**src/sv/asd_pkg.sv**
```systemverilog
// Shared types and constants for the audio stream subframe deframer.
package asd_pkg;

   localparam int unsigned WORD_W      = 32;
   localparam int unsigned AUDIO_W     = 22;
   localparam int unsigned AUDIO_LSB   = 6;
   localparam int unsigned CHANNEL_W   = 4;
   localparam int unsigned DISCARD_W   = 8;

   localparam logic [5:0] START_MASK   = 6'h3F;
   localparam logic [5:0] START_CODE_A = 6'h0B;
   localparam logic [5:0] START_CODE_B = 6'h0F;

   localparam logic [DISCARD_W-1:0] DISCARD_RESET = 8'd200;

   localparam logic MODE_WORD = 1'b0;
   localparam logic MODE_TICK = 1'b1;

   // Per-stream outcome of one transaction, seen by the top level.
   typedef struct packed {
      logic emit;          // the word produced an audio sample
      logic frame_error;   // a start word was expected and missing
      logic present;       // present flag after the word update, before a tick clear
   } lane_status_type;

endpackage

```
**src/sv/asd_lane.sv**
```systemverilog
// Per-stream sync tracker: discard counter, start hunt, slot counter and present flag.
module asd_lane
   import asd_pkg::*;
#(
   parameter int FRAME_WORDS = 8,
   parameter int SLOT_W      = 3
) (
   input  logic                 clock,
   input  logic                 reset,
   input  logic                 hit,
   input  logic                 tick,
   input  logic                 is_start,
   input  logic                 csr_wr_en,
   input  logic [DISCARD_W-1:0] csr_wr_data,
   output logic [SLOT_W-1:0]    slot,
   output lane_status_type      status
);

   logic [DISCARD_W-1:0] discard_left_ff, discard_left_in;
   logic                 synced_ff, synced_in;
   logic [SLOT_W-1:0]    slot_ff, slot_in;
   logic                 present_ff, present_in;

   logic emit;
   logic frame_error;
   logic wrap;
   logic present_upd;

   always_comb begin
      emit            = 1'b0;
      frame_error     = 1'b0;
      discard_left_in = discard_left_ff;
      synced_in       = synced_ff;
      slot_in         = slot_ff;
      wrap            = (slot_ff == SLOT_W'(FRAME_WORDS - 1));
      if (csr_wr_en) begin
         discard_left_in = csr_wr_data;
      end else if (hit) begin
         if (discard_left_ff != '0) begin
            discard_left_in = discard_left_ff - 1'b1;
         end else if (!synced_ff && !is_start) begin
            // Still hunting for the first start word.
         end else if (synced_ff && (slot_ff == '0) && !is_start) begin
            frame_error = 1'b1;
         end else begin
            emit      = 1'b1;
            synced_in = 1'b1;
            slot_in   = wrap ? '0 : slot_ff + 1'b1;
         end
      end
      present_upd = present_ff | (emit & wrap);
      present_in  = tick ? 1'b0 : present_upd;
   end

   always_ff @(posedge clock) begin
      if (reset) begin
         discard_left_ff <= DISCARD_RESET;
         synced_ff       <= 1'b0;
         slot_ff         <= '0;
         present_ff      <= 1'b0;
      end else begin
         discard_left_ff <= discard_left_in;
         synced_ff       <= synced_in;
         slot_ff         <= slot_in;
         present_ff      <= present_in;
      end
   end

   assign slot               = slot_ff;
   assign status.emit        = emit;
   assign status.frame_error = frame_error;
   assign status.present     = present_upd;

endmodule

```
**src/sv/audio_stream_subframe_deframer.sv**
```systemverilog
// Top level of the audio stream subframe deframer.
//
// The req channel carries one transaction per received subframe word or per
// indicator refresh tick (req_tuser bit 0 set). Each stream first drops
// discard_count words, then hunts for a start word and, once synced, turns
// every subframe into a 22-bit sample on channel stream * FRAME_WORDS + slot.
// Every req transaction yields exactly one rsp transaction, which carries the
// sample (when rsp_tuser is set) and the error and present flags.
// The result of an accepted transaction is registered and presented on rsp
// from the next cycle. Throughput is one transaction per cycle while the
// receiver takes each result, set by the single result register; per-stream
// state updates in the same cycle the word is accepted.
// When the receiver stalls, the result register holds its transaction and
// req_tready drops until it is taken; a new transaction is taken in the same
// cycle that the held one leaves.
// Reset (synchronous) clears sync state, slots, the flags and the result valid
// flag, and reloads every discard counter with 200. A csr write reloads
// all discard counters with the new value and keeps sync state; it must only
// happen while no transaction is in flight.
module audio_stream_subframe_deframer
   import asd_pkg::*;
#(
   parameter int FRAME_WORDS = 8,
   parameter int NUM_STREAMS = 2
) (
   input  logic                 clock,
   input  logic                 reset,
   input  logic                 req_tvalid,
   output logic                 req_tready,
   input  logic [31:0]          req_tdata,   // [31:0] word
   input  logic [1:0]           req_tuser,   // [0] mode, [1] stream
   output logic                 rsp_tvalid,
   input  logic                 rsp_tready,
   output logic [31:0]          rsp_tdata,   // [3:0] channel, [25:4] audio, [26] error_seen,
                                             // [27] low_present, [28] high_present, [31:29] zero
   output logic                 rsp_tuser,   // [0] sample_valid
   input  logic                 csr_wr_en,
   input  logic [DISCARD_W-1:0] csr_wr_data
);

   localparam int SLOT_W = (FRAME_WORDS > 1) ? $clog2(FRAME_WORDS) : 1;

   logic req_accept;
   logic req_mode;
   logic req_stream;
   logic word_start;
   logic tick;

   logic [NUM_STREAMS-1:0] lane_hit;
   logic [SLOT_W-1:0]      lane_slot [NUM_STREAMS];
   lane_status_type        lane_status [NUM_STREAMS];

   logic              any_emit;
   logic              any_error;
   logic [SLOT_W-1:0] sel_slot;
   logic              low_present;
   logic              high_present;

   logic                 error_ff, error_in;
   logic                 rsp_valid_ff, rsp_valid_in;
   logic                 sample_valid_ff, sample_valid_in;
   logic [CHANNEL_W-1:0] channel_ff, channel_in;
   logic [AUDIO_W-1:0]   audio_ff, audio_in;
   logic                 error_seen_ff, error_seen_in;
   logic                 low_present_ff, low_present_in;
   logic                 high_present_ff, high_present_in;

   // A new transaction enters whenever the result register is empty or drains now.
   assign req_tready = !rsp_valid_ff || rsp_tready;
   assign req_accept = req_tvalid && req_tready;
   assign req_mode   = req_tuser[0];
   assign req_stream = req_tuser[1];
   assign tick       = req_accept && (req_mode == MODE_TICK);
   assign word_start = ((req_tdata[5:0] & START_MASK) == START_CODE_A) ||
                       ((req_tdata[5:0] & START_MASK) == START_CODE_B);

   for (genvar s = 0; s < NUM_STREAMS; s++) begin : g_lane
      assign lane_hit[s] = req_accept && (req_mode == MODE_WORD) &&
                           (32'(req_stream) == s);

      asd_lane #(
         .FRAME_WORDS (FRAME_WORDS),
         .SLOT_W      (SLOT_W)
      ) u_lane (
         .clock       (clock),
         .reset       (reset),
         .hit         (lane_hit[s]),
         .tick        (tick),
         .is_start    (word_start),
         .csr_wr_en   (csr_wr_en),
         .csr_wr_data (csr_wr_data),
         .slot        (lane_slot[s]),
         .status      (lane_status[s])
      );
   end

   // Only the addressed lane can emit or flag an error, so OR-ing is a clean select.
   always_comb begin
      any_emit  = 1'b0;
      any_error = 1'b0;
      sel_slot  = '0;
      for (int s = 0; s < NUM_STREAMS; s++) begin
         any_emit  = any_emit | lane_status[s].emit;
         any_error = any_error | lane_status[s].frame_error;
         if (lane_hit[s]) begin
            sel_slot = lane_slot[s];
         end
      end
   end

   assign low_present = lane_status[0].present;

   if (NUM_STREAMS > 1) begin : g_high
      assign high_present = lane_status[1].present;
   end else begin : g_no_high
      assign high_present = 1'b0;
   end

   always_comb begin
      error_in        = error_ff | any_error;
      rsp_valid_in    = rsp_valid_ff;
      sample_valid_in = sample_valid_ff;
      channel_in      = channel_ff;
      audio_in        = audio_ff;
      error_seen_in   = error_seen_ff;
      low_present_in  = low_present_ff;
      high_present_in = high_present_ff;
      if (rsp_valid_ff && rsp_tready) begin
         rsp_valid_in = 1'b0;
      end
      if (req_accept) begin
         rsp_valid_in    = 1'b1;
         sample_valid_in = any_emit;
         channel_in      = any_emit ?
                           CHANNEL_W'(32'(req_stream) * FRAME_WORDS + 32'(sel_slot)) : '0;
         audio_in        = any_emit ? req_tdata[AUDIO_LSB +: AUDIO_W] : '0;
         error_seen_in   = error_in;
         low_present_in  = low_present;
         high_present_in = high_present;
      end
   end

   always_ff @(posedge clock) begin
      if (reset) begin
         error_ff     <= 1'b0;
         rsp_valid_ff <= 1'b0;
      end else begin
         error_ff     <= error_in;
         rsp_valid_ff <= rsp_valid_in;
      end
   end

   always_ff @(posedge clock) begin
      sample_valid_ff <= sample_valid_in;
      channel_ff      <= channel_in;
      audio_ff        <= audio_in;
      error_seen_ff   <= error_seen_in;
      low_present_ff  <= low_present_in;
      high_present_ff <= high_present_in;
   end

   assign rsp_tvalid = rsp_valid_ff;
   assign rsp_tuser  = sample_valid_ff;
   assign rsp_tdata  = {3'b000, high_present_ff, low_present_ff, error_seen_ff,
                        audio_ff, channel_ff};

endmodule
```
**config.mk**
```make
export PLATFORM = sky130hd
export DESIGN_NAME = audio_stream_subframe_deframer
export DESIGN_NICKNAME = d
export VERILOG_FILES = /design/src/sv/asd_pkg.sv /design/src/sv/asd_lane.sv /design/src/sv/audio_stream_subframe_deframer.sv
export SDC_FILE = /design/constraint.sdc
export NUM_CORES = 1
export LEC_CHECK = 0
export CAP_MARGIN = 20
export CORE_MARGIN = 1.5
export CORE_UTILIZATION = 55
export DETAILED_ROUTE_END_ITERATION = 8
export DONT_BUFFER_PORTS = 1
export PLACE_DENSITY = 0.77
export SLEW_MARGIN = 20
export SYNTH_ARGS = -nofsm -noshare
export SYNTH_HDL_FRONTEND = slang
export SYNTH_SLANG_ARGS = --single-unit
```
**constraint.sdc**
```tcl
create_clock -name clock -period 5.45 [get_ports clock]
set_clock_uncertainty 0.05 [all_clocks]
set_input_delay 0.545 -clock clock [delete_from_list [all_inputs] [get_ports clock]]
set_output_delay 0.545 -clock clock [all_outputs]
set_load 0.01 [all_outputs]
```
### After elaboration in Yosys (flattened, before gate mapping)

Cells that the tools add are included.
W data, S select, Z words.

| storage, ports and cells | value |
|---|---|
| register bits | 58 |
| input port bits | 47 |
| output and inout bits | 35 |
| word-level logic and storage cells | 105 |

| cells by class | value |
|---|---|
| add/sub/neg operators | 5 |
| equality and inequality tests | 4 |
| muxes and demuxes | 32 |
| bitwise logic cells | 16 |
| reduce and logical (&&, ||, !) cells | 32 |

Operators by type and width:

| operator | count |
|---|---|
| $mux W8 | 6 |
| $mux W1 | 22 |
| $reduce_bool A8 Y1 | 2 |
| $sub A8 B1 Y8 const B | 2 |
| $eq A6 B4 Y1 const B | 2 |
| $logic_and A1 B1 Y1 | 12 |
| $mux W3 | 4 |
| $reduce_and A5 Y1 | 2 |
| $reduce_bool A2 Y1 | 5 |
| $not A1 Y1 | 9 |
| $add A3 B1 Y3 const B | 2 |
| $eq A3 B3 Y1 const B | 2 |
| $logic_not A3 Y1 | 2 |
| $or A1 B1 Y1 | 5 |
| $add A4 B3 Y4 | 1 |
| $logic_not A1 Y1 | 4 |
| $reduce_and A2 Y1 | 2 |
| $and A1 B1 Y1 | 2 |
| $logic_or A1 B1 Y1 | 2 |
| $reduce_or A2 Y1 | 1 |

### Depth between registers and ports, before layout

| depth | value |
|---|---|
| word-level depth | 11 |
| mapped depth | 8 |
| mapped depth without buffers | 6 |

### Hierarchy

From an unflattened synthesis, not the netlist that was laid out.

| second synthesis, totals | value |
|---|---|
| cell total of the unflattened synthesis | 293 |
| area, all modules | 3024.2 um^2 |

Modules (own cells, without submodules):

| module | times used | cells an instance | area an instance (um^2) | sequential area each (um^2) |
|---|---|---|---|---|
| asd_lane | 2 | 103 | 857.1 | 260.2 |
| audio_stream_subframe_deframer | 1 | 87 | 1310.0 | 940.9 |

### Worst setup path before layout

No wires, ideal clock.

| timing path | value |
|---|---|
| path kind | in2reg |
| from | input rsp_tready |
| to | register audio_ff[0] (data pin) |
| library setup time | 267 ps |
| data arrival time | 1811 ps |
| setup slack | 3322 ps |
| stages | 7 |
| cells stage by stage | nor2b_1 > clkinv_1 > and4_1 > buf_2 > nand3_2 > buf_2 > a21boi_1 |

| on the way | value |
|---|---|
| longest elaborated chain between the ends | 7 |
| elaborated cells on any way between the ends | 10 |
| classes of those cells | mux (4); bitwise (1); reduce/logical (5) |

Ends and longest elaborated chain:

| what | line | RTL |
|---|---|---|
| start, declared | audio_stream_subframe_deframer.sv:33 | `input logic rsp_tready,` |
| $logic_or A1 B1 Y1 (*) | audio_stream_subframe_deframer.sv:69 | `assign req_tready = !rsp_valid_ff \|\| rsp_tready;` |
| net req_tready | audio_stream_subframe_deframer.sv:29 | `output logic req_tready,` |
| $logic_and A1 B1 Y1 (*) | audio_stream_subframe_deframer.sv:70 | `assign req_accept = req_tvalid && req_tready;` |
| $logic_and A1 B1 Y1 (*) | audio_stream_subframe_deframer.sv:78 | `assign lane_hit[s] = req_accept && (req_mode == MODE_WORD) &&` |
| $logic_and A1 B1 Y1 | audio_stream_subframe_deframer.sv:78 |  |
| $mux W1 | asd_lane.sv:38 | `end else if (hit) begin` |
| $mux W1 | asd_lane.sv:36 | `if (csr_wr_en) begin` |
| $or A1 B1 Y1 (*) | audio_stream_subframe_deframer.sv:103 | `any_emit = any_emit \| lane_status[s].emit;` |
| end signal, assigned | audio_stream_subframe_deframer.sv:156 | `audio_ff <= audio_in;` |
| end, declared | audio_stream_subframe_deframer.sv:63 | `logic [AUDIO_W-1:0] audio_ff, audio_in;` |

Mark *: on every way through the listed nets, which the timed path passes. The rest lies on a longest branch.
A chain may end at the register's enable or synchronous reset.

### Final worst setup path

| timing path | value |
|---|---|
| from | register g_lane[0].u_lane.discard_left_ff[0] |
| to | register g_lane[0].u_lane.slot_ff[0] |

| on the way | value |
|---|---|
| longest elaborated chain between the ends | 3 |

Ends and longest elaborated chain:

| what | line | RTL |
|---|---|---|
| start, declared | asd_lane.sv:19 | `logic [DISCARD_W-1:0] discard_left_ff, discard_left_in;` |
| start signal, assigned | asd_lane.sv:62 | `discard_left_ff <= discard_left_in;` |
| $reduce_bool A8 Y1 | asd_lane.sv:39 | `if (discard_left_ff != '0) begin` |
| $not A1 Y1 (no source line) | n/a |  |
| $reduce_and A5 Y1 (no source line) | n/a |  |
| end signal, assigned | asd_lane.sv:64 | `slot_ff <= slot_in;` |
| end, declared | asd_lane.sv:21 | `logic [SLOT_W-1:0] slot_ff, slot_in;` |

No other way between the ends.

==> reports/results.txt <==
Counting every instance in the synthesized netlist gives 292. The part of the power in registers was 50.0%. In the synthesized netlist, the cells that appear most often are edfxtp_1, dfxtp_1, a21boi_1. For the pin with the worst max-slew slack, the measured transition is 0.898 ns. The total of flip-flops plus latches after synthesis works out to 58. The logs give 61 for the post-synthesis cell type count and 2280 for the total number of vias. The count of nets left with antenna violations once routing finished came out at 0.

The synthesized netlist devotes 4.20% of its cell area to adder and majority cells. Data on the critical path arrives at its endpoint at 3.15 ns. The core region is 5170 um^2. Prior to clock tree synthesis, the placed netlist has a worst setup slack of 2.19 ns.

The first global-routing pass estimated 10200 um of wire. The flow ran to the end, and the final reports show no timing, DRC or antenna violations. Once detailed placement completed, the half-perimeter wirelength came to 4280 um. The initial antenna violation count was 0; the die footprint was 5860 um^2. The sequential-to-total area share from yosys stat is 49.1%, and the starting DRC count in detailed routing is 162. STA classifies the critical path startpoint as a flop. For the number of diodes added for antenna fixing, the log shows 0. After layout, the minimum clock period comes to 2.98 ns.

The clock passes through at most 2 buffers. Entering global routing, the biggest net connects 31 pins. The analysis attributes to net switching a power of 237 uW. The final critical path takes up 54.6% of the cycle. The multiplexer area fraction after synthesis works out to 0%. The cell sitting at the root of the clock tree is a clkbuf_8. Data on the critical path is required at its endpoint by 5.63 ns. The fraction of registers with async set/reset came out at 0%. The fraction of layout instances using a drive strength above 1 was 10.1%. The post-synthesis share of cell area spent on and, or, nand and nor gates was 16.1%; the max-slew violation count was 0. The combined buffer and inverter count along the critical path is 1, and the clock slew at the register clock pins of the worst setup and hold paths is 0.07 ns. The tools report the count of placed standard cells in the final layout, fillers left out as 358. Cell type with the largest total area after synthesis: edfxtp_1. For the final-layout setup total negative slack, the log shows 0 ns.

Power comes to 999 uW. The slack of the critical path was 2.47 ns; the total of buffers placed on input and output ports was 0. In this run, post-CTS hold repair placed 0 buffers. Summing the areas of all xor and xnor instances in the mapped netlist gives 0% of the synthesized area. In the post-synthesis netlist, the biggest area contributors are edfxtp_1, dfxtp_1, a21boi_1.

Number of maximum-capacitance violations: 0. Setup violations remaining at the end of the flow were counted as 0. The tools report the relative slew slack as 39.7%. Among all flip-flop cells after synthesis, the most frequent one is edfxtp_1. The number of enable-type register cells in the synthesized netlist works out to 30. For this design the static power due to leakage is 1.12 nW. Number of remaining DRC errors: 0.

The number of gates resized after CTS was 0. The mapped netlist covers 2980 um^2. Clock tree synthesis inserted a total of 9 buffers. The worst-case IR drop observed on VDD is 172 uV. The library cell with the highest instance count after synthesis is edfxtp_1. The area growth from synthesis to layout is 6.64%.

Combinational logic is responsible for 6.8% of the overall power. The internal power component is 762 uW, and the number of warnings issued by yosys is 0. The largest individual stage delay along the critical path comes from the cell nand3_2. The run gives 0 as the total congestion overflow. The effective utilization at floorplan is 57.6%.

The number of vias per cell works out to 6.37. The depth of the CTS H-tree came out at 3. During I/O placement, the number of pins put on the boundary was 82. Of all nets on the critical path, the largest fanout is 30. Setup repair after global routing left no endpoint under its margin. Each instance of the synthesized netlist takes up on average 10.2 um^2.

The category of the worst setup path capture point was a flop. Global routing consumed, over all layers together, 22.1% of the routing resources. The routed design has 6300 um of wire.

Of the total power, the share spent switching nets is 23.7%. The via count of the first global-routing pass is 2165. The clock drives 58 sinks. After synthesis, the largest family of logic cells by area is compound AO/OA/AOI/OAI gates. Clock latency on the worst-skew pair, taken at its later pin, is 0.34 ns. The average wire length per cell after detail routing is 17.6 um, and the compound-cell area share of the yosys netlist is 23.6%. TritonCTS built the clock tree. The die is 76.6 um tall.

The logs give 0 for the number of buffers added for setup after CTS and 0.915 for the routability congestion estimate from global placement. Row generation in the floorplan step produced 26 rows. Fraction of power consumed by the clock network: 43.2%.

In this design, the stage delay of the slowest critical-path cell is 0.68 ns. The share of synthesized area in the top cell type comes to 30.3%. The setup path with the least slack is of type flop to flop. The number of placed instances, taps included, is 342. Broken down by cell family, the worst path's largest delay share belongs to simple AND/OR/NAND/NOR gates. Hold violation total from the final report: 0.

In this run the horizontal extent of the chip is 76.6 um. Class of the most critical hold timing path: input port to flop. Dividing total power by cell area gives a power density of 315 nW/um^2.

The number of search-and-repair iterations in the first detailed-routing pass is 4, and the number of nets in the finished design is 340. The achievable frequency is 336 MHz. Traced cell by cell, the critical path runs through inv_1 > ha_1 > or3b_2 > nor3_2 > nand3_2 > a31o_1.
## metrics by stage
step / utilization, % / instance area [um^2] / hold WS [ns]
2_1_floorplan: - / 2990 / 0.372
3_3_place_gp: 57.1 / 2950 / 0.379
3_5_place_dp: 57.1 / 2950 / 0.386
4_1_cts: 61.3 / 3170 / 0.205
5_1_grt: 61.4 / 3180 / 0.203
6_report: 61.4 / 3180 / 0.223
## area by class of cell
type | instances | area (um^2)
Clock buffer | 9 | 124
Clock inverter | 7 | 92.6
Fill cell | 415 | 2000
Inverter | 21 | 78.8
Multi-Input combinational cell | 192 | 1320
Sequential cell | 58 | 1460
Tap cell | 70 | 87.6
Timing Repair Buffer | 1 | 7.51
## final timing paths
| path | startpoint | to | slack (ns) | cells after the start |
|---|---|---|---|---|
| min | reset | g_lane[1].u_lane.slot[1] | 0.22 | 1 |
| max reg2reg | g_lane[0].u_lane.discard_left_ff[0] | g_lane[0].u_lane.slot[0] | 2.47 | 6 |
| min reg2reg | g_lane[0].u_lane.present_ff | g_lane[0].u_lane.present_ff | 0.39 | 2 |
| max | g_lane[0].u_lane.discard_left_ff[0] | g_lane[0].u_lane.slot[0] | 2.47 | 6 |
## state kept, by name (all words and copies together), names as in the netlist
register	cells
g_lane.u_lane.synced_ff	2
channel_ff	4
high_present_ff	1
g_lane.u_lane.slot	6
g_lane.u_lane.discard_left_ff	16
low_present_ff	1
rsp_tvalid	1
g_lane.u_lane.present_ff	2
error_seen_ff	1
audio_ff	22
error_ff	1
rsp_tuser	1
## per-layer routing
| metal | vias up | track usage, % | wire length [um] |
|---|---|---|---|
| met5 | - | 0 | 0 |
| met4 | 0 | 8.33 | 106 |
| met3 | 13 | 7.19 | 400 |
| met2 | 90 | 36.3 | 3070 |
| met1 | 1084 | 26.9 | 2720 |
| li1 | 1093 | - | - |
## power groups by stage
stage | combinational, mW | clock (mW) | sequential (mW)
after floorplan | 0.0638 | 0 | 0.503
after global placement | 0.0651 | 0 | 0.507
after detailed placement | 0.0671 | 0 | 0.509
after CTS | 0.0680 | 0.439 | 0.499
after global routing | 0.0767 | 0.460 | 0.501
final | 0.0683 | 0.432 | 0.499
## cell families (layout without fill, tap and decap cells)
logic type / count (synthesis) / after routing
AND/OR/NAND/NOR: 81 / 81
flip-flops: 58 / 58
AO/OA/AOI/OAI: 98 / 98
adder cells (fa/ha/maj): 10 / 10
buffers and inverters: 44 / 38
other: 1 / 3
## cells in the final DEF, fill, tap and decap left out, types with 5 or more instances in the layout
| master | n |
|---|---|
| inv_1 | 20 |
| nand3_1 | 8 |
| edfxtp_1 | 30 |
| a21boi_1 | 22 |
| dfxtp_1 | 28 |
| o31ai_1 | 9 |
| a31oi_1 | 6 |
| nand2_1 | 10 |
| clkbuf_8 | 9 |
| o21ai_0 | 5 |
| a22oi_1 | 6 |
| nor3_1 | 8 |
| nand4_1 | 9 |
| a21oi_1 | 19 |
| ha_1 | 10 |
| nor2_1 | 13 |
Note: power is estimated with default switching activity, not from simulation.
